==> src/design/tfce_pkg.sv <==
// ----------------------------------------------------------------------------
// tfce_pkg
// Shared types and constants for the tone frame CRC encoder.
// ----------------------------------------------------------------------------
`default_nettype none

package tfce_pkg;

  localparam int FREQ_W       = 16;
  localparam int DUR_W        = 16;
  localparam int BYTE_W       = 8;
  localparam int CRC_W        = 32;
  localparam int CFG_DATA_W   = 16;
  localparam int CFG_INDEX_W  = 1;
  localparam int QUEUE_DEPTH  = 2;

  localparam logic [CRC_W-1:0]      CRC_POLY     = 32'hEDB8_8320;
  localparam logic [CRC_W-1:0]      CRC_INIT     = 32'hFFFF_FFFF;
  localparam logic [BYTE_W-1:0]     TONE_MARKER  = 8'hAA;
  localparam logic [FREQ_W-1:0]     MIN_FREQ_RST = 16'd200;
  localparam logic [FREQ_W-1:0]     MAX_FREQ_RST = 16'd4000;

  // Configuration register indexes
  localparam logic [CFG_INDEX_W-1:0] REG_MIN_TONE_FREQ = 1'd0;
  localparam logic [CFG_INDEX_W-1:0] REG_MAX_TONE_FREQ = 1'd1;

  typedef struct packed {
    logic [FREQ_W-1:0] tone_freq;
    logic [DUR_W-1:0]  tone_duration;
    logic              last_tone;
  } tone_in_t;

  typedef struct packed {
    logic [BYTE_W-1:0] out_byte;
    logic              frame_end;
    logic              frame_valid;
    logic              item_last;
  } tone_out_t;

  // Classified tone as it waits in the queue
  typedef struct packed {
    logic [FREQ_W-1:0] tone_freq;
    logic [DUR_W-1:0]  tone_duration;
    logic              last_tone;
    logic              range_err;
  } tone_entry_t;

  typedef struct packed {
    logic        valid;
    tone_entry_t entry;
  } queue_push_t;

endpackage

`default_nettype wire

==> src/design/tfce_front.sv <==
// ----------------------------------------------------------------------------
// tfce_front
// Holds the frequency range registers, checks each incoming tone against
// them and hands the classified word to the queue.
// ----------------------------------------------------------------------------
`default_nettype none

module tfce_front (
  input  wire logic                              clk,
  input  wire logic                              rst,
  input  wire logic                              in_valid,
  output logic                                   in_ready,
  input  wire tfce_pkg::tone_in_t                in_data,
  input  wire logic                              cfg_we,
  input  wire logic [tfce_pkg::CFG_INDEX_W-1:0]  cfg_index,
  input  wire logic [tfce_pkg::CFG_DATA_W-1:0]   cfg_data,
  input  wire logic                              q_ready,
  output tfce_pkg::queue_push_t                  push
);
  import tfce_pkg::*;

  logic [FREQ_W-1:0] min_freq;
  logic [FREQ_W-1:0] max_freq;

  always_ff @(posedge clk) begin
    if (rst) begin
      min_freq <= MIN_FREQ_RST;
      max_freq <= MAX_FREQ_RST;
    end else if (cfg_we) begin
      case (cfg_index)
        REG_MIN_TONE_FREQ: min_freq <= cfg_data[FREQ_W-1:0];
        REG_MAX_TONE_FREQ: max_freq <= cfg_data[FREQ_W-1:0];
        default: ;
      endcase
    end
  end

  assign in_ready = q_ready;

  always_comb begin
    push.valid               = in_valid && q_ready;
    push.entry.tone_freq     = in_data.tone_freq;
    push.entry.tone_duration = in_data.tone_duration;
    push.entry.last_tone     = in_data.last_tone;
    // an inverted range flags every tone
    push.entry.range_err     = (in_data.tone_freq < min_freq) ||
                               (in_data.tone_freq > max_freq);
  end

endmodule

`default_nettype wire

==> src/design/tfce_queue.sv <==
// ----------------------------------------------------------------------------
// tfce_queue
// Short FIFO of classified tones between the front and the serializer.
// ----------------------------------------------------------------------------
`default_nettype none

module tfce_queue #(
  parameter int DEPTH = tfce_pkg::QUEUE_DEPTH
) (
  input  wire logic                   clk,
  input  wire logic                   rst,
  input  wire tfce_pkg::queue_push_t  push,
  output logic                        q_ready,
  output logic                        q_valid,
  output tfce_pkg::tone_entry_t       q_data,
  input  wire logic                   pop
);
  import tfce_pkg::*;

  localparam int PTR_W = (DEPTH > 1) ? $clog2(DEPTH) : 1;
  localparam int CNT_W = $clog2(DEPTH + 1);
  localparam logic [PTR_W-1:0] LAST_PTR = PTR_W'(DEPTH - 1);
  localparam logic [CNT_W-1:0] FULL_CNT = CNT_W'(DEPTH);

  tone_entry_t      slots [DEPTH];
  logic [PTR_W-1:0] wr_ptr;
  logic [PTR_W-1:0] rd_ptr;
  logic [CNT_W-1:0] count;
  logic             do_push;
  logic             do_pop;

  assign q_ready = (count != FULL_CNT);
  assign q_valid = (count != '0);
  assign q_data  = slots[rd_ptr];
  assign do_push = push.valid && q_ready;
  assign do_pop  = pop && q_valid;

  always_ff @(posedge clk) begin
    if (do_push) begin
      slots[wr_ptr] <= push.entry;
    end
  end

  always_ff @(posedge clk) begin
    if (rst) begin
      wr_ptr <= '0;
      rd_ptr <= '0;
      count  <= '0;
    end else begin
      if (do_push) begin
        wr_ptr <= (wr_ptr == LAST_PTR) ? '0 : wr_ptr + PTR_W'(1);
      end
      if (do_pop) begin
        rd_ptr <= (rd_ptr == LAST_PTR) ? '0 : rd_ptr + PTR_W'(1);
      end
      case ({do_push, do_pop})
        2'b10:   count <= count + CNT_W'(1);
        2'b01:   count <= count - CNT_W'(1);
        default: count <= count;
      endcase
    end
  end

  a_count_bound: assert property (@(posedge clk) disable iff (rst)
    count <= FULL_CNT)
    else $error("queue count above depth");

  a_pop_nonempty: assert property (@(posedge clk) disable iff (rst)
    pop |-> count != '0)
    else $error("pop from empty queue");

  a_push_full_holds: assert property (@(posedge clk) disable iff (rst)
    (count == FULL_CNT && !pop) |=> count == FULL_CNT)
    else $error("full queue changed without a pop");

endmodule

`default_nettype wire

==> src/design/tfce_back.sv <==
// ----------------------------------------------------------------------------
// tfce_back
// Serializes each queued tone into bytes, runs the reflected CRC-32 over them
// and appends the inverted CRC trailer after the last tone of a frame.
// ----------------------------------------------------------------------------
`default_nettype none

module tfce_back (
  input  wire logic                   clk,
  input  wire logic                   rst,
  input  wire logic                   q_valid,
  input  wire tfce_pkg::tone_entry_t  q_data,
  output logic                        pop,
  output logic                        out_valid,
  input  wire logic                   out_ready,
  output tfce_pkg::tone_out_t         out_data
);
  import tfce_pkg::*;

  typedef enum logic [3:0] {
    POS_MARKER,
    POS_FREQ_HI,
    POS_FREQ_LO,
    POS_DUR_HI,
    POS_DUR_LO,
    POS_CRC3,
    POS_CRC2,
    POS_CRC1,
    POS_CRC0
  } byte_pos_t;

  function automatic logic [CRC_W-1:0] crc_byte(input logic [CRC_W-1:0] crc_in,
                                                input logic [BYTE_W-1:0] data);
    logic [CRC_W-1:0] c;
    c = crc_in ^ {{(CRC_W-BYTE_W){1'b0}}, data};
    for (int b = 0; b < BYTE_W; b++) begin
      c = c[0] ? ((c >> 1) ^ CRC_POLY) : (c >> 1);
    end
    return c;
  endfunction

  byte_pos_t         pos;
  logic [CRC_W-1:0]  crc;
  logic              err;
  logic [CRC_W-1:0]  crc_out;
  logic              produce;
  logic              last_byte;
  logic [BYTE_W-1:0] cur_byte;

  assign crc_out   = ~crc;
  assign produce   = q_valid && (!out_valid || out_ready);
  assign last_byte = (pos == POS_DUR_LO && !q_data.last_tone) || (pos == POS_CRC0);
  assign pop       = produce && last_byte;

  always_comb begin
    case (pos)
      POS_MARKER:  cur_byte = TONE_MARKER;
      POS_FREQ_HI: cur_byte = q_data.tone_freq[15:8];
      POS_FREQ_LO: cur_byte = q_data.tone_freq[7:0];
      POS_DUR_HI:  cur_byte = q_data.tone_duration[15:8];
      POS_DUR_LO:  cur_byte = q_data.tone_duration[7:0];
      POS_CRC3:    cur_byte = crc_out[31:24];
      POS_CRC2:    cur_byte = crc_out[23:16];
      POS_CRC1:    cur_byte = crc_out[15:8];
      POS_CRC0:    cur_byte = crc_out[7:0];
      default:     cur_byte = '0;
    endcase
  end

  always_ff @(posedge clk) begin
    if (rst) begin
      out_valid <= 1'b0;
      pos       <= POS_MARKER;
      crc       <= CRC_INIT;
      err       <= 1'b0;
    end else begin
      if (out_valid && out_ready) begin
        out_valid <= 1'b0;
      end
      if (produce) begin
        out_valid            <= 1'b1;
        out_data.out_byte    <= cur_byte;
        out_data.frame_end   <= (pos == POS_CRC0);
        out_data.frame_valid <= (pos == POS_CRC0) && !err;
        out_data.item_last   <= last_byte;
        pos <= last_byte ? POS_MARKER : byte_pos_t'(pos + 4'd1);
        if (pos == POS_MARKER) begin
          err <= err | q_data.range_err;
        end
        if (pos == POS_CRC0) begin
          // re-arm for the next frame
          crc <= CRC_INIT;
          err <= 1'b0;
        end else if (pos <= POS_DUR_LO) begin
          crc <= crc_byte(crc, cur_byte);
        end
      end
    end
  end

  a_pos_bound: assert property (@(posedge clk) disable iff (rst)
    pos <= POS_CRC0)
    else $error("byte position out of range");

  a_end_is_item_last: assert property (@(posedge clk) disable iff (rst)
    (out_valid && out_data.frame_end) |-> out_data.item_last)
    else $error("frame end without item end");

  a_rearm: assert property (@(posedge clk) disable iff (rst)
    (produce && pos == POS_CRC0) |=> (crc == CRC_INIT && !err))
    else $error("CRC not re-armed after frame end");

  a_trailer_only_last: assert property (@(posedge clk) disable iff (rst)
    (q_valid && pos > POS_DUR_LO) |-> q_data.last_tone)
    else $error("CRC trailer on a tone that is not last");

endmodule

`default_nettype wire

==> src/design/tone_frame_crc_encoder.sv <==
// ----------------------------------------------------------------------------
// tone_frame_crc_encoder
// Encodes tones into marker/frequency/duration bytes with a CRC-32 trailer.
// ----------------------------------------------------------------------------
// A tone is accepted into the queue; its bytes leave from the output register.
// Throughput: one byte per cycle while a tone is queued and out_ready is high,
//   so 5 bytes per tone and 9 for the last tone of a frame; the queue lets
//   the next tone in while the current one is being serialized.
// Reset: range registers return to 200 and 4000, CRC to all ones, error mark
//   and queue cleared; no clearing pass.
`default_nettype none

module tone_frame_crc_encoder #(
  parameter int QUEUE_DEPTH = tfce_pkg::QUEUE_DEPTH
) (
  input  wire logic                              clk,
  input  wire logic                              rst,
  input  wire logic                              in_valid,
  output logic                                   in_ready,
  input  wire tfce_pkg::tone_in_t                in_data,
  output logic                                   out_valid,
  input  wire logic                              out_ready,
  output tfce_pkg::tone_out_t                    out_data,
  input  wire logic                              cfg_we,
  input  wire logic [tfce_pkg::CFG_INDEX_W-1:0]  cfg_index,
  input  wire logic [tfce_pkg::CFG_DATA_W-1:0]   cfg_data
);
  import tfce_pkg::*;

  queue_push_t push;
  logic        q_ready;
  logic        q_valid;
  tone_entry_t q_data;
  logic        pop;

  tfce_front u_front (
    .clk      (clk),
    .rst      (rst),
    .in_valid (in_valid),
    .in_ready (in_ready),
    .in_data  (in_data),
    .cfg_we   (cfg_we),
    .cfg_index(cfg_index),
    .cfg_data (cfg_data),
    .q_ready  (q_ready),
    .push     (push)
  );

  tfce_queue #(
    .DEPTH(QUEUE_DEPTH)
  ) u_queue (
    .clk    (clk),
    .rst    (rst),
    .push   (push),
    .q_ready(q_ready),
    .q_valid(q_valid),
    .q_data (q_data),
    .pop    (pop)
  );

  tfce_back u_back (
    .clk      (clk),
    .rst      (rst),
    .q_valid  (q_valid),
    .q_data   (q_data),
    .pop      (pop),
    .out_valid(out_valid),
    .out_ready(out_ready),
    .out_data (out_data)
  );

endmodule

`default_nettype wire

==> config.mk <==
export PLATFORM = sky130hd
export DESIGN_NAME = tone_frame_crc_encoder
export DESIGN_NICKNAME = d
export VERILOG_FILES = /design/src/design/tfce_pkg.sv /design/src/design/tfce_front.sv /design/src/design/tfce_queue.sv /design/src/design/tfce_back.sv /design/src/design/tone_frame_crc_encoder.sv
export SDC_FILE = /design/constraint.sdc
export NUM_CORES = 1
export LEC_CHECK = 0
export BUFFER_PORTS_ARGS = -buffer_cell sky130_fd_sc_hd__buf_2
export CELL_PAD_IN_SITES_DETAIL_PLACEMENT = 0
export CELL_PAD_IN_SITES_GLOBAL_PLACEMENT = 1
export CORE_ASPECT_RATIO = 0.9
export CORE_UTILIZATION = 30
export CTS_BUF_LIST = sky130_fd_sc_hd__clkbuf_2
export CTS_CLUSTER_DIAMETER = 40
export DETAILED_ROUTE_END_ITERATION = 16
export GPL_TIMING_DRIVEN = 0
export PLACE_DENSITY_LB_ADDON = 0.1
export SETUP_SLACK_MARGIN = 0.2
export SKIP_CTS_REPAIR_TIMING = 1
export SYNTH_ARGS = -nofsm -noshare
export SYNTH_HDL_FRONTEND = slang
export SYNTH_SLANG_ARGS = --single-unit
export TNS_END_PERCENT = 5
==> constraint.sdc <==
create_clock -name clk -period 4.1 [get_ports clk]
set_input_delay 0.41 -clock clk [delete_from_list [all_inputs] [get_ports clk]]
set_output_delay 0.41 -clock clk [all_outputs]
set_load 0.02 [all_outputs]
After elaboration in Yosys (flattened, before gate mapping). Memory sizes are Yosys's and may differ from the RTL's. A register that Yosys moved wholly into a read port is not among the register bits. Cells that the tools add are included.

Flip-flop bits (word level): 85. Latch bits: 0. RAM bits: 68. Memory bits (read-only): 0. Output and inout port bits: 13. Memories: 1.

Memory list: u_queue.slots (depth 2, width 34, read ports 1, clocked after Yosys merged registers in 1, write ports 1, line tfce_queue.sv:25) `tone_entry_t slots [DEPTH];`.

Add/subtract/negate cells: 5. Multipliers: 0. Divide/modulo/power cells: 0. Order comparisons: 3. Eq/ne operators: 11. Shift operators: 0. Mux-type cells: 23. Bitwise logic cells: 13. Reduce and logical (&&, ||, !) cells: 25.

Operators by type and width (count): $mux 32 (10); $not 13->14 (8); $pmux 8 s9 (1); $not 32->32 (1); $xor 32x8->32 (1); $eq 4x3->1 const B (4); $gt 16x16->1 (1); $lt 16x16->1 (1); $mux 1 (10); $reduce_and 2->1 (5); $reduce_bool 2->1 (5); $eq 4x2->1 const B (2); $logic_and 1x1->1 (8); $add 4x1->4 const B (1); $eq 4x1->1 const B (1); $eq 4x4->1 const B (1); $le 4x3->1 const B (1); $logic_not 4->1 (1); $mux 4 (1); $pmux 2 s2 (1); $logic_not 1->1 (3); $logic_or 1x1->1 (3); $add 1x1->1 const B (2); $add 2x1->2 const B (1); 6 further kinds (7).

Depth between registers and ports, before layout. Gate-level depths: netlist of the first run.

Depth after elaboration: 21. Depth in mapped cells: 13. Depth with buffers taken out: 12.

By module. From an unflattened synthesis of the first run, not the netlist that was laid out.

Cells, all modules: 778. Area total of the unflattened synthesis: 8235.4 um2.

Modules (own cells, without submodules): tfce_back (instances 1, cells an instance 366, area each 3404.5 um2, seq. area each 1091.0 um2); tfce_queue (instances 1, cells an instance 130, area each 2667.6 um2, seq. area each 2142.1 um2); tfce_front (instances 1, cells an instance 282, area each 2163.3 um2, seq. area each 640.6 um2).

Least setup slack after synthesis of the first run. Ideal clock, no wire load.

Path type: flip-flop to flip-flop. Start: register u_back.pos[0]. End: register u_back.crc[19]. Setup time: 0.084 ns. Data arrival time: 2.958 ns. Required time: 4.016 ns. Setup slack: 1.058 ns. Cell stages (with the launch flop): 13. Buffers on the path: 1. Cells stage by stage: dfxtp_1 > inv_1 > ha_1 > or3b_1 > buf_2 > o22a_1 > o211ai_2 > mux2i_4 > xnor3_2 > xor2_2 > xnor2_1 > and2_1 > o31ai_2.

Longest elaborated chain between the ends: 18.

RTL lines: start, declared (line tfce_back.sv:42) `byte_pos_t pos;`; start signal, assigned (line tfce_back.sv:86) `pos <= last_byte ? POS_MARKER : byte_pos_t'(pos + 4'd1);`; $eq 4x4->1 (tied with other cells) (line tfce_back.sv:56, tfce_back.sv:90); $pmux 8 s9 (line tfce_back.sv:56) `case (pos)`; $xor 32x8->32 (line tfce_back.sv:35) `c = crc_in ^ {{(CRC_W-BYTE_W){1'b0}}, data};`; $mux 32 (2 in a row) (line tfce_back.sv:37) `c = c[0] ? ((c >> 1) ^ CRC_POLY) : (c >> 1);`; $not 13->14 (no source line); $mux 32 (line tfce_back.sv:37); $not 13->14 (no source line); $mux 32 (2 in a row) (line tfce_back.sv:37); $not 13->14 (no source line); $mux 32 (line tfce_back.sv:37); $not 13->14 (no source line); $mux 32 (line tfce_back.sv:37); $not 13->14 (no source line); $mux 32 (line tfce_back.sv:37); $mux 32 (line tfce_back.sv:94) `end else if (pos <= POS_DUR_LO) begin`; $mux 32 (line tfce_back.sv:90) `if (pos == POS_CRC0) begin`; end signal, assigned (line tfce_back.sv:95) `crc <= crc_byte(crc, cur_byte);`; end, declared (line tfce_back.sv:43) `logic [CRC_W-1:0] crc;`.

Parallel ways exist; a longest one is shown, timed or not. The select of a mux whose other input is x is not followed. A chain may end at the register's enable or synchronous reset.

Final worst setup path of the first run. Ends and elaborated chain as after synthesis.

==> flow_summary_export.csv, run 1 <==
group,metric,value,unit
timing,grt_setup_unrepaired,"false",
timing,setup_viol,0,
timing,slew_violations,0,
timing,fmax,0.276,GHz
floorplan,die-area,0.0268,sq mm
setup_path,crit_arrival,4.31,ns
detailed_routing,drt_wl_total,22300,um
yosys,syn-cell-area,0.00783,sq mm
timing,skew,0.0471,ns
timing,tns,0,ns
placed_design,port_buffers,66,
timing,slew_headroom,0.412,
grt,met1_usage,0.257,
grt,grt.busiest_layer,"met1",
grt,use_met3,0.0349,
layout,nNetsFinal,947,
yosys,avgSynthCellArea,11.0,sq um
placed_design,place_congestion,0.816,
grt,track_usage,0.170,
setup_path,path_class,"flip-flop to flip-flop",
power_and_ir_drop,power.density,631,mW/mm^2
floorplan,coreArea,0.0254,sq mm
setup_path,critPathLaunchType,"flip-flop",
yosys,synth.area.top_cells,"edfxtp_1 30%, dfxtp_1 19%, ha_1 5.8%, xnor2_1 4.5%, nand2_1 4.2%",
floorplan,die_width,172,um
setup_path,ff2ff_setup_slack,0.48,ns
clock_tree,cts_buffer_depth,2,
floorplan,std_cell_rows,55,
power_and_ir_drop,power.leakage,3.59,nW
yosys,async_flop_share,0,
detailed_routing,drt_iter0_markers,329,
setup_path,cp_data_required_time,4.79,ns
detailed_routing,routed-via-count,5702,
timing,fin_crit,3.62,ns
clock_tree,cts_buffers,17,
timing,finalCritPeriodShare,0.884,
detailed_routing,drc,0,
setup_path,end_kind,"flip-flop",
detailed_routing,vias_per_cell,4.70,
yosys,syn_inst,715,
yosys,yosys_most_used_dff,"edfxtp_1",
layout,post-route-util,0.372,
clock_tree,clk_pin_slew,0.28,ns
clock_tree,tritoncts,"built",
detailed_routing,dr.pass1.iters,5,
outcome,outcome,"complete, no violations",
job,cap_violations,0,
clock_tree,clock-sinks,154,
hold_path,min_path_type,"input pin to flip-flop",
timing,tightest_slew,0.882,ns
floorplan,io_pins,68,
yosys,synth.top_cell.area_share,0.303,
yosys,synth_top_area_cell,"edfxtp_1",
clock_tree,root_buffer,"clkbuf_2",
setup_path,cp_max_fo,9,
detailed_routing,antenna_left,0,
clock_tree,htreeDepth,4,
layout,synthToLayoutAreaGrowth,20.5,%
yosys,synth_edf_count,79,
yosys,synth-seq-area-share,0.495,
yosys,syn-num-nets,806,
timing,hold_viol,0,
yosys,yosys_warnings,0,
grt,grt_max_degree,35,
placed_design,hpwl,16700,um
grt,grt_pass1_vias,5472,
yosys,synth_cell_type_count,67,
grt,grt_pass1_wl,32900,um
layout,drive_gt1_frac,0.170,
floorplan,die_y,155,um
floorplan,start_util,0.308,
clock_tree,clkLatencyLatePin,0.75,ns
detailed_routing,wire_per_inst,18.4,um
yosys,synth_seq_cells,154,
grt,antenna_found_initial,1,
grt,grtUsageMet2,0.247,
grt,grt_overflow,0,
power_and_ir_drop,ir_worst_vdd,0.288,mV
-- cells by family after synthesis --
group / synth area share
xor gates and xnor gates: 0.103
adders and majority gates: 0.0575
muxes: 0.0628
buffers and inverters: 0.0474
AOI/OAI and AO/OA: 0.123
and+or+nand+nor: 0.112
DFF: 0.495
-- cell usage after synthesis, types with 2 or more instances --
| master | number |
|---|---|
| nand2_1 | 87 |
| edfxtp_1 | 79 |
| dfxtp_1 | 75 |
| inv_1 | 51 |
| a21oi_1 | 41 |
| xnor2_1 | 40 |
| ha_1 | 36 |
| nor2_1 | 31 |
| mux2i_1 | 30 |
| o22ai_1 | 24 |
| clkbuf_1 | 23 |
| o211ai_1 | 18 |
| xor2_1 | 13 |
| a21o_1 | 12 |
| o21ai_0 | 12 |
| nor3_1 | 11 |
| nand2b_1 | 10 |
| nor2b_1 | 9 |
| nand4_1 | 7 |
| buf_2 | 6 |
| a222oi_1 | 5 |
| buf_6 | 5 |
| mux2_1 | 5 |
| o21ai_1 | 5 |
| xnor2_4 | 5 |
| a32oi_1 | 4 |
| mux2_2 | 4 |
| mux2i_4 | 4 |
| nor4_1 | 4 |
| a211oi_1 | 3 |
| and2_1 | 3 |
| nand3_1 | 3 |
| nor3b_1 | 3 |
| o211ai_2 | 3 |
| o21a_1 | 3 |
| or3b_1 | 3 |
| xnor3_2 | 3 |
| xor2_2 | 3 |
| nor3_2 | 2 |
| o21bai_1 | 2 |
| xnor2_2 | 2 |
-- area by class of cell --
cell class,count,area (sq um)
Fill cell,2567,16000
Sequential cell,154,3870
Multi-Input combinational cell,474,3590
Timing Repair Buffer,122,906
Tap cell,342,428
Inverter,52,195
Buffer,35,176
Clock inverter,15,174
Clock buffer,17,85.1
Antenna cell,1,2.50
-- sequential cells by signal, summed over array words and instances, names as in the netlist, named ones only --
| name | count |
|---|---|
| u_queue.slots | 68 |
| u_back.crc | 32 |
| u_front.max_freq | 16 |
| u_front.min_freq | 16 |
| u_back.out_data | 11 |
| u_back.pos | 4 |
| u_queue.count | 2 |
| u_back.err | 1 |
| u_back.out_valid | 1 |
| u_queue.rd_ptr | 1 |
| u_queue.wr_ptr | 1 |
-- final timing paths --
path,start,endpoint,depth (start not counted)
worst min register to register,u_front.min_freq[5],u_front.min_freq[5],2
worst max register to register,u_back.pos[0],u_back.crc[19],13
worst max-delay path,u_back.pos[0],u_back.crc[19],13
worst min-delay path,cfg_index,u_front.min_freq[0],4
-- per-layer routing --
metal | share of wire | up-vias
met2 | 0.42 | 111
met3 | 0.038 | 16
met5 | 0 | -
li1 | - | 2827
met1 | 0.53 | 2748
met4 | 0.011 | 0
-- power breakdown --
group | switching (mW) | internal, mW | leakage [nW]
clock | 0.665 | 0.258 | 0.154
sequential | 0.166 | 1.85 | 1.35
combinational | 1.59 | 1.43 | 2.08
-- worst max-delay path, cell delays in order, from the launching register on --
cell	delay, ns
dfxtp_1	0.41
inv_1	0.10
ha_1	0.48
or3b_1	0.38
buf_2	0.20
o22a_1	0.25
o211ai_2	0.20
mux2i_4	0.33
buf_12	0.16
xnor3_2	0.32
xor2_2	0.20
xnor2_1	0.18
and2_1	0.18
o31ai_2	0.20
-- cells in the final DEF, fill, tap and decap left out, types with 5 or more instances in the layout --
cell type	n
o21ai_0	12
buf_6	5
dfxtp_1	75
nor2_1	30
o22ai_1	24
xor2_1	13
nor2b_1	9
inv_1	51
o211ai_1	18
mux2_1	5
nor3_1	11
xnor2_1	40
ha_1	36
clkbuf_1	23
o21ai_1	5
xnor2_4	5
nand4_1	7
dlygate4sd3_1	52
a21o_1	12
nand2_1	87
a21oi_1	41
nand2b_1	10
buf_2	72
edfxtp_1	79
clkbuf_2	17
a222oi_1	5
mux2i_1	30
-- metrics by stage --
stage	setup slack [ns]	cell area, sq um	cells	hold slack, ns	total power [mW]
detailed placement	0.263	8620	1124	0.448	4.98
CTS	0.249	8880	1156	-0.264	5.92
global route	0.261	9440	1212	0.0731	6.32
global placement	0.287	8590	1123	0.445	4.96
finish	0.475	9440	1212	0.150	5.95
floorplan	1.06	7830	715	0.436	4.36
Note: power is estimated with default switching activity, not from simulation.
==> inputs of run 2 (changes only) <==
--- a/config.mk
+++ b/config.mk
@@ -8,7 +8,7 @@
 export BUFFER_PORTS_ARGS = -buffer_cell sky130_fd_sc_hd__buf_2
 export CELL_PAD_IN_SITES_DETAIL_PLACEMENT = 0
 export CELL_PAD_IN_SITES_GLOBAL_PLACEMENT = 1
-export CORE_ASPECT_RATIO = 0.9
+export CORE_ASPECT_RATIO = 1.4
 export CORE_UTILIZATION = 30
 export CTS_BUF_LIST = sky130_fd_sc_hd__clkbuf_2
 export CTS_CLUSTER_DIAMETER = 40
==> flow_summary_export.csv, run 2 (synthesized netlist as in run 1, its figures left out) <==
group,metric,value,unit
setup_path,cp_max_fo,9,
placed_design,hpwl,17000,um
floorplan,coreArea,0.0256,sq mm
setup_path,path_depth,12,
power_and_ir_drop,ir_worst_vdd,0.220,mV
grt,grt_overflow,0,
setup_path,worstPathCellList,"inv_1 > ha_1 > or3b_1 > buf_2 > o22a_1 > o211ai_2 > mux2i_4 > xnor3_2 > xor2_2 > xnor2_1 > and2_1 > o31ai_2",
timing,hold_ws,0.0750,ns
clock_tree,cts_buffers,17,
floorplan,die-area,0.0268,sq mm
layout,final_cell_area,0.00936,sq mm
power_and_ir_drop,power,5.90,mW
layout,fin_cells,1186,
grt,grt_max_degree,35,
placed_design,dp.cells,1101,
setup_path,critPathLaunchType,"flip-flop",
floorplan,io_pins,68,
grt,antenna_found_initial,1,
layout,largest_register,"u_queue.slots",
layout,multiInputGateArea,0.00359,sq mm
power_and_ir_drop,power.leakage,3.56,nW
grt,grt_pass1_vias,5654,
detailed_routing,dr.pass1.iters,10,
floorplan,start_util,0.306,
layout,nNetsFinal,945,
setup_path,crit_buf_inv,2,
clock_tree,cts_buffer_depth,2,
timing,finalCritPeriodShare,0.906,
outcome,outcome,"finished with violations",
setup_path,slowest_stage,"mux2i_4",
timing,tightest_slew,0.825,ns
placed_design,port_buffers,66,
setup_path,end_kind,"flip-flop",
timing,slew_violations,0,
clock_tree,clk_pin_slew,0.24,ns
job,cap_violations,0,
detailed_routing,drc,4,
clock_tree,tritoncts,"built",
detailed_routing,antenna_left,0,
timing,fmax,0.269,GHz
timing,fin_ws,0.386,ns
layout,post-route-util,0.366,
detailed_routing,drt_iter0_markers,276,
layout,nFillCells,2620,
detailed_routing,routed-via-count,5698,
timing,hold_viol,0,
floorplan,die_width,139,um
floorplan,std_cell_rows,69,
grt,grt_pass1_wl,33400,um
clock_tree,htreeDepth,4,
hold_path,min_path_type,"input pin to flip-flop",
detailed_routing,drt_wl_total,22000,um
layout,regArea,0.00387,sq mm
placed_design,dp_slack,0.402,ns
timing,setup_viol,0,
layout,top_regs,"u_queue.slots x68, u_back.crc x32",
timing,slew_headroom,0.450,
timing,grt_setup_unrepaired,"false",
setup_path,reg2reg_depth,12,
clock_tree,clkLatencyLatePin,0.78,ns
outcome,violations,"design-rule violations",
clock_tree,root_buffer,"clkbuf_2",
timing,skew,0.0355,ns
layout,drive_gt1_frac,0.163,
layout,synthToLayoutAreaGrowth,19.6,%
detailed_routing,wire_per_inst,18.6,um
setup_path,cpPeakStageDelay,0.55,ns
layout,largest_reg_flops,68,
setup_path,ff2ff_setup_slack,0.39,ns
setup_path,path_class,"flip-flop to flip-flop",
floorplan,die_y,193,um
grt,track_usage,0.171,
clock_tree,clock-sinks,154,
placed_design,placed_cell_area,0.00859,sq mm
placed_design,place_congestion,0.822,
power_and_ir_drop,power.density,630,mW/mm^2
setup_path,path_delay_family,"XOR/XNOR gates",
hold_path,whs_path_depth,4,
layout,layout_commonest_cell,"nand2_1",
detailed_routing,vias_per_cell,4.80,
timing,fin_crit,3.71,ns
timing,tns,0,ns
layout,mostFrequentLayoutCells,"87 x nand2_1, 79 x edfxtp_1, 75 x dfxtp_1",
setup_path,crit_arrival,4.44,ns
setup_path,cp_data_required_time,4.82,ns
-- run 2: report_power, final --
part | switching [mW] | total, mW | internal (mW)
Combinational | 1.59 | 2.98 | 1.39
Sequential | 0.176 | 2.02 | 1.85
Clock | 0.566 | 0.895 | 0.328
-- run 2: cell type report --
cell class              instances  share of cell area
flip-flops and latches        154               0.414
plain buffers                  35              0.0188
diodes                          1            0.000267
repair buffers                120              0.0941
inverters                      52              0.0208
multi-input cells             474               0.384
well taps                     319              0.0426
clock inverters                14              0.0167
clock buffers                  17             0.00909
-- run 2: worst reg2reg max path: stages, from the launching register on --
cell and delay (ns):
dfxtp_1 0.40, inv_1 0.10, ha_1 0.44, or3b_1 0.39, buf_2 0.20, o22a_1 0.27
o211ai_2 0.14, mux2i_4 0.55, xnor3_2 0.41, xor2_2 0.20, xnor2_1 0.18, and2_1 0.18
o31ai_2 0.20
-- run 2: layer usage --
layer	wire length (um)	vias up	global-route usage
met5	0	-	0
met2	12100	89	0.332
met3	573	29	0.0328
li1	-	2820	-
met4	679	0	0.0774
met1	8720	2760	0.179
-- run 2: worst paths after layout --
kind                                        endpoint                  from
worst max-delay path                  u_back.crc[19]         u_back.pos[0]
worst min-delay path                  u_queue.wr_ptr              in_valid
worst max register to register        u_back.crc[19]         u_back.pos[0]
worst min register to register  u_front.max_freq[15]  u_front.max_freq[15]
==> inputs of run 3 (changes only) <==
--- a/config.mk
+++ b/config.mk
@@ -8,13 +8,13 @@
 export BUFFER_PORTS_ARGS = -buffer_cell sky130_fd_sc_hd__buf_2
 export CELL_PAD_IN_SITES_DETAIL_PLACEMENT = 0
 export CELL_PAD_IN_SITES_GLOBAL_PLACEMENT = 1
-export CORE_ASPECT_RATIO = 1.4
+export CORE_ASPECT_RATIO = 0.75
 export CORE_UTILIZATION = 30
 export CTS_BUF_LIST = sky130_fd_sc_hd__clkbuf_2
 export CTS_CLUSTER_DIAMETER = 40
 export DETAILED_ROUTE_END_ITERATION = 16
 export GPL_TIMING_DRIVEN = 0
-export PLACE_DENSITY_LB_ADDON = 0.1
+export PLACE_DENSITY = 0.58
 export SETUP_SLACK_MARGIN = 0.2
 export SKIP_CTS_REPAIR_TIMING = 1
 export SYNTH_ARGS = -nofsm -noshare
==> flow_summary_export.csv, run 3 (synthesized netlist as in run 1, its figures left out) <==
group,metric,value,unit
outcome,outcome,"complete, no violations",
setup_path,path_class,"flip-flop to flip-flop",
grt,track_usage,0.167,
placed_design,port_buffers,66,
floorplan,die_y,142,um
setup_path,end_kind,"flip-flop",
timing,tightest_slew,0.907,ns
layout,synthToLayoutAreaGrowth,19.3,%
power_and_ir_drop,power.leakage,3.55,nW
hold_path,min_path_type,"input pin to flip-flop",
floorplan,die_width,189,um
timing,hold_viol,0,
setup_path,setup.worst_path.end,"u_back.crc[19]",
layout,multiInputGateArea,0.00359,sq mm
setup_path,cp_data_required_time,4.77,ns
setup_path,crit_start,"u_back.pos[0]",
clock_tree,tritoncts,"built",
clock_tree,cts_buffer_depth,2,
layout,regArea,0.00387,sq mm
power_and_ir_drop,ir_worst_vdd,0.265,mV
floorplan,start_util,0.310,
timing,fmax,0.273,GHz
placed_design,place_congestion,0.815,
detailed_routing,wire_per_inst,18.2,um
layout,nNetsFinal,942,
detailed_routing,dr.pass1.iters,7,
clock_tree,root_buffer,"clkbuf_2",
job,cap_violations,0,
floorplan,io_pins,68,
layout,largest_register,"u_queue.slots",
layout,largest_reg_flops,68,
detailed_routing,routed-via-count,5659,
timing,fin_crit,3.67,ns
setup_path,cp_max_fo,10,
layout,layout_commonest_cell,"nand2_1",
timing,slew_headroom,0.395,
setup_path,reg2reg_depth,11,
grt,grt_max_degree,35,
setup_path,ff2ff_setup_slack,0.43,ns
layout,drive_gt1_frac,0.167,
placed_design,hpwl,16200,um
floorplan,coreArea,0.0253,sq mm
detailed_routing,vias_per_cell,4.70,
floorplan,die-area,0.0268,sq mm
grt,antenna_found_initial,1,
timing,grt_setup_unrepaired,"false",
layout,top_regs,"u_queue.slots x68, u_back.crc x32",
detailed_routing,drt_iter0_markers,353,
detailed_routing,drc,0,
power_and_ir_drop,power.density,628,mW/mm^2
layout,nFillCells,2526,
setup_path,timing.rr.end,"u_back.crc[19]",
timing,slew_violations,0,
layout,mostFrequentLayoutCells,"87 x nand2_1, 79 x edfxtp_1, 75 x dfxtp_1",
grt,grt_pass1_vias,5200,
placed_design,placed_cell_area,0.00861,sq mm
clock_tree,clock-sinks,154,
setup_path,reg2reg_from,"u_back.pos[0]",
timing,setup_viol,0,
setup_path,crit_arrival,4.34,ns
timing,hold_ws,0.106,ns
timing,tns,0,ns
clock_tree,clkLatencyLatePin,0.73,ns
timing,finalCritPeriodShare,0.895,
clock_tree,htreeDepth,4,
detailed_routing,drt_wl_total,21900,um
floorplan,std_cell_rows,50,
timing,skew,0.0347,ns
grt,grt_overflow,0,
clock_tree,cts_buffers,17,
setup_path,critPathLaunchType,"flip-flop",
layout,final_cell_area,0.00934,sq mm
grt,grt_pass1_wl,32800,um
clock_tree,clk_pin_slew,0.24,ns
detailed_routing,antenna_left,0,
run 3: per-stage QoR:
step	worst slack, ns	utilization	instances	power (mW)
final	0.430	0.370	1203	5.86
after floorplan	1.06	-	715	4.36
after global placement	0.492	0.340	1119	4.98
after CTS	0.508	0.350	1152	5.85
after global routing	0.223	0.370	1203	6.24
after detailed placement	0.517	0.341	1120	4.98
run 3: how the worst min path moves through the flow:
stage,startpoint,endpoint,depth (start not counted)
2_1_floorplan,u_front.max_freq[12],u_front.max_freq[12],2
3_3_place_gp,u_front.max_freq[4],u_front.max_freq[4],2
3_5_place_dp,u_front.max_freq[2],u_front.max_freq[2],2
4_1_cts,in_data[16],u_queue.slots[1][17],1
5_1_grt,cfg_we,u_front.min_freq[2],4
6_report,cfg_we,u_front.min_freq[2],4
run 3: area by class of cell:
cell class                 count  share of cell area
tap                          338              0.0453
clock inverter                13              0.0138
inverter                      52              0.0209
timing repair buffer         117              0.0911
antenna                        1            0.000268
multi-input combinational    474               0.385
buffer                        35              0.0189
sequential                   154               0.415
clock buffer                  19              0.0102
run 3: report_power, final:
group	leakage, nW	switching, mW	internal (mW)
combinational	2.05	1.61	1.39
sequential	1.35	0.170	1.85
clock	0.149	0.569	0.281
run 3: routing by layer:
| metal | vias up | routed length, um | GRT usage |
|---|---|---|---|
| li1 | 2819 | - | - |
| met1 | 2687 | 12100 | 0.270 |
| met2 | 141 | 8530 | 0.222 |
| met3 | 12 | 1130 | 0.0275 |
| met4 | 0 | 167 | 0.0382 |
| met5 | - | 0 | 0 |
run 3: critical path, stage by stage (launching register included):
cell	delay (ns)
dfxtp_1	0.46
ha_1	0.23
clkbuf_1	0.51
nor3b_1	0.52
a32oi_1	0.12
o211ai_2	0.15
mux2i_4	0.54
xnor3_2	0.37
xor2_2	0.19
xnor2_1	0.18
and2_1	0.17
o31ai_2	0.19
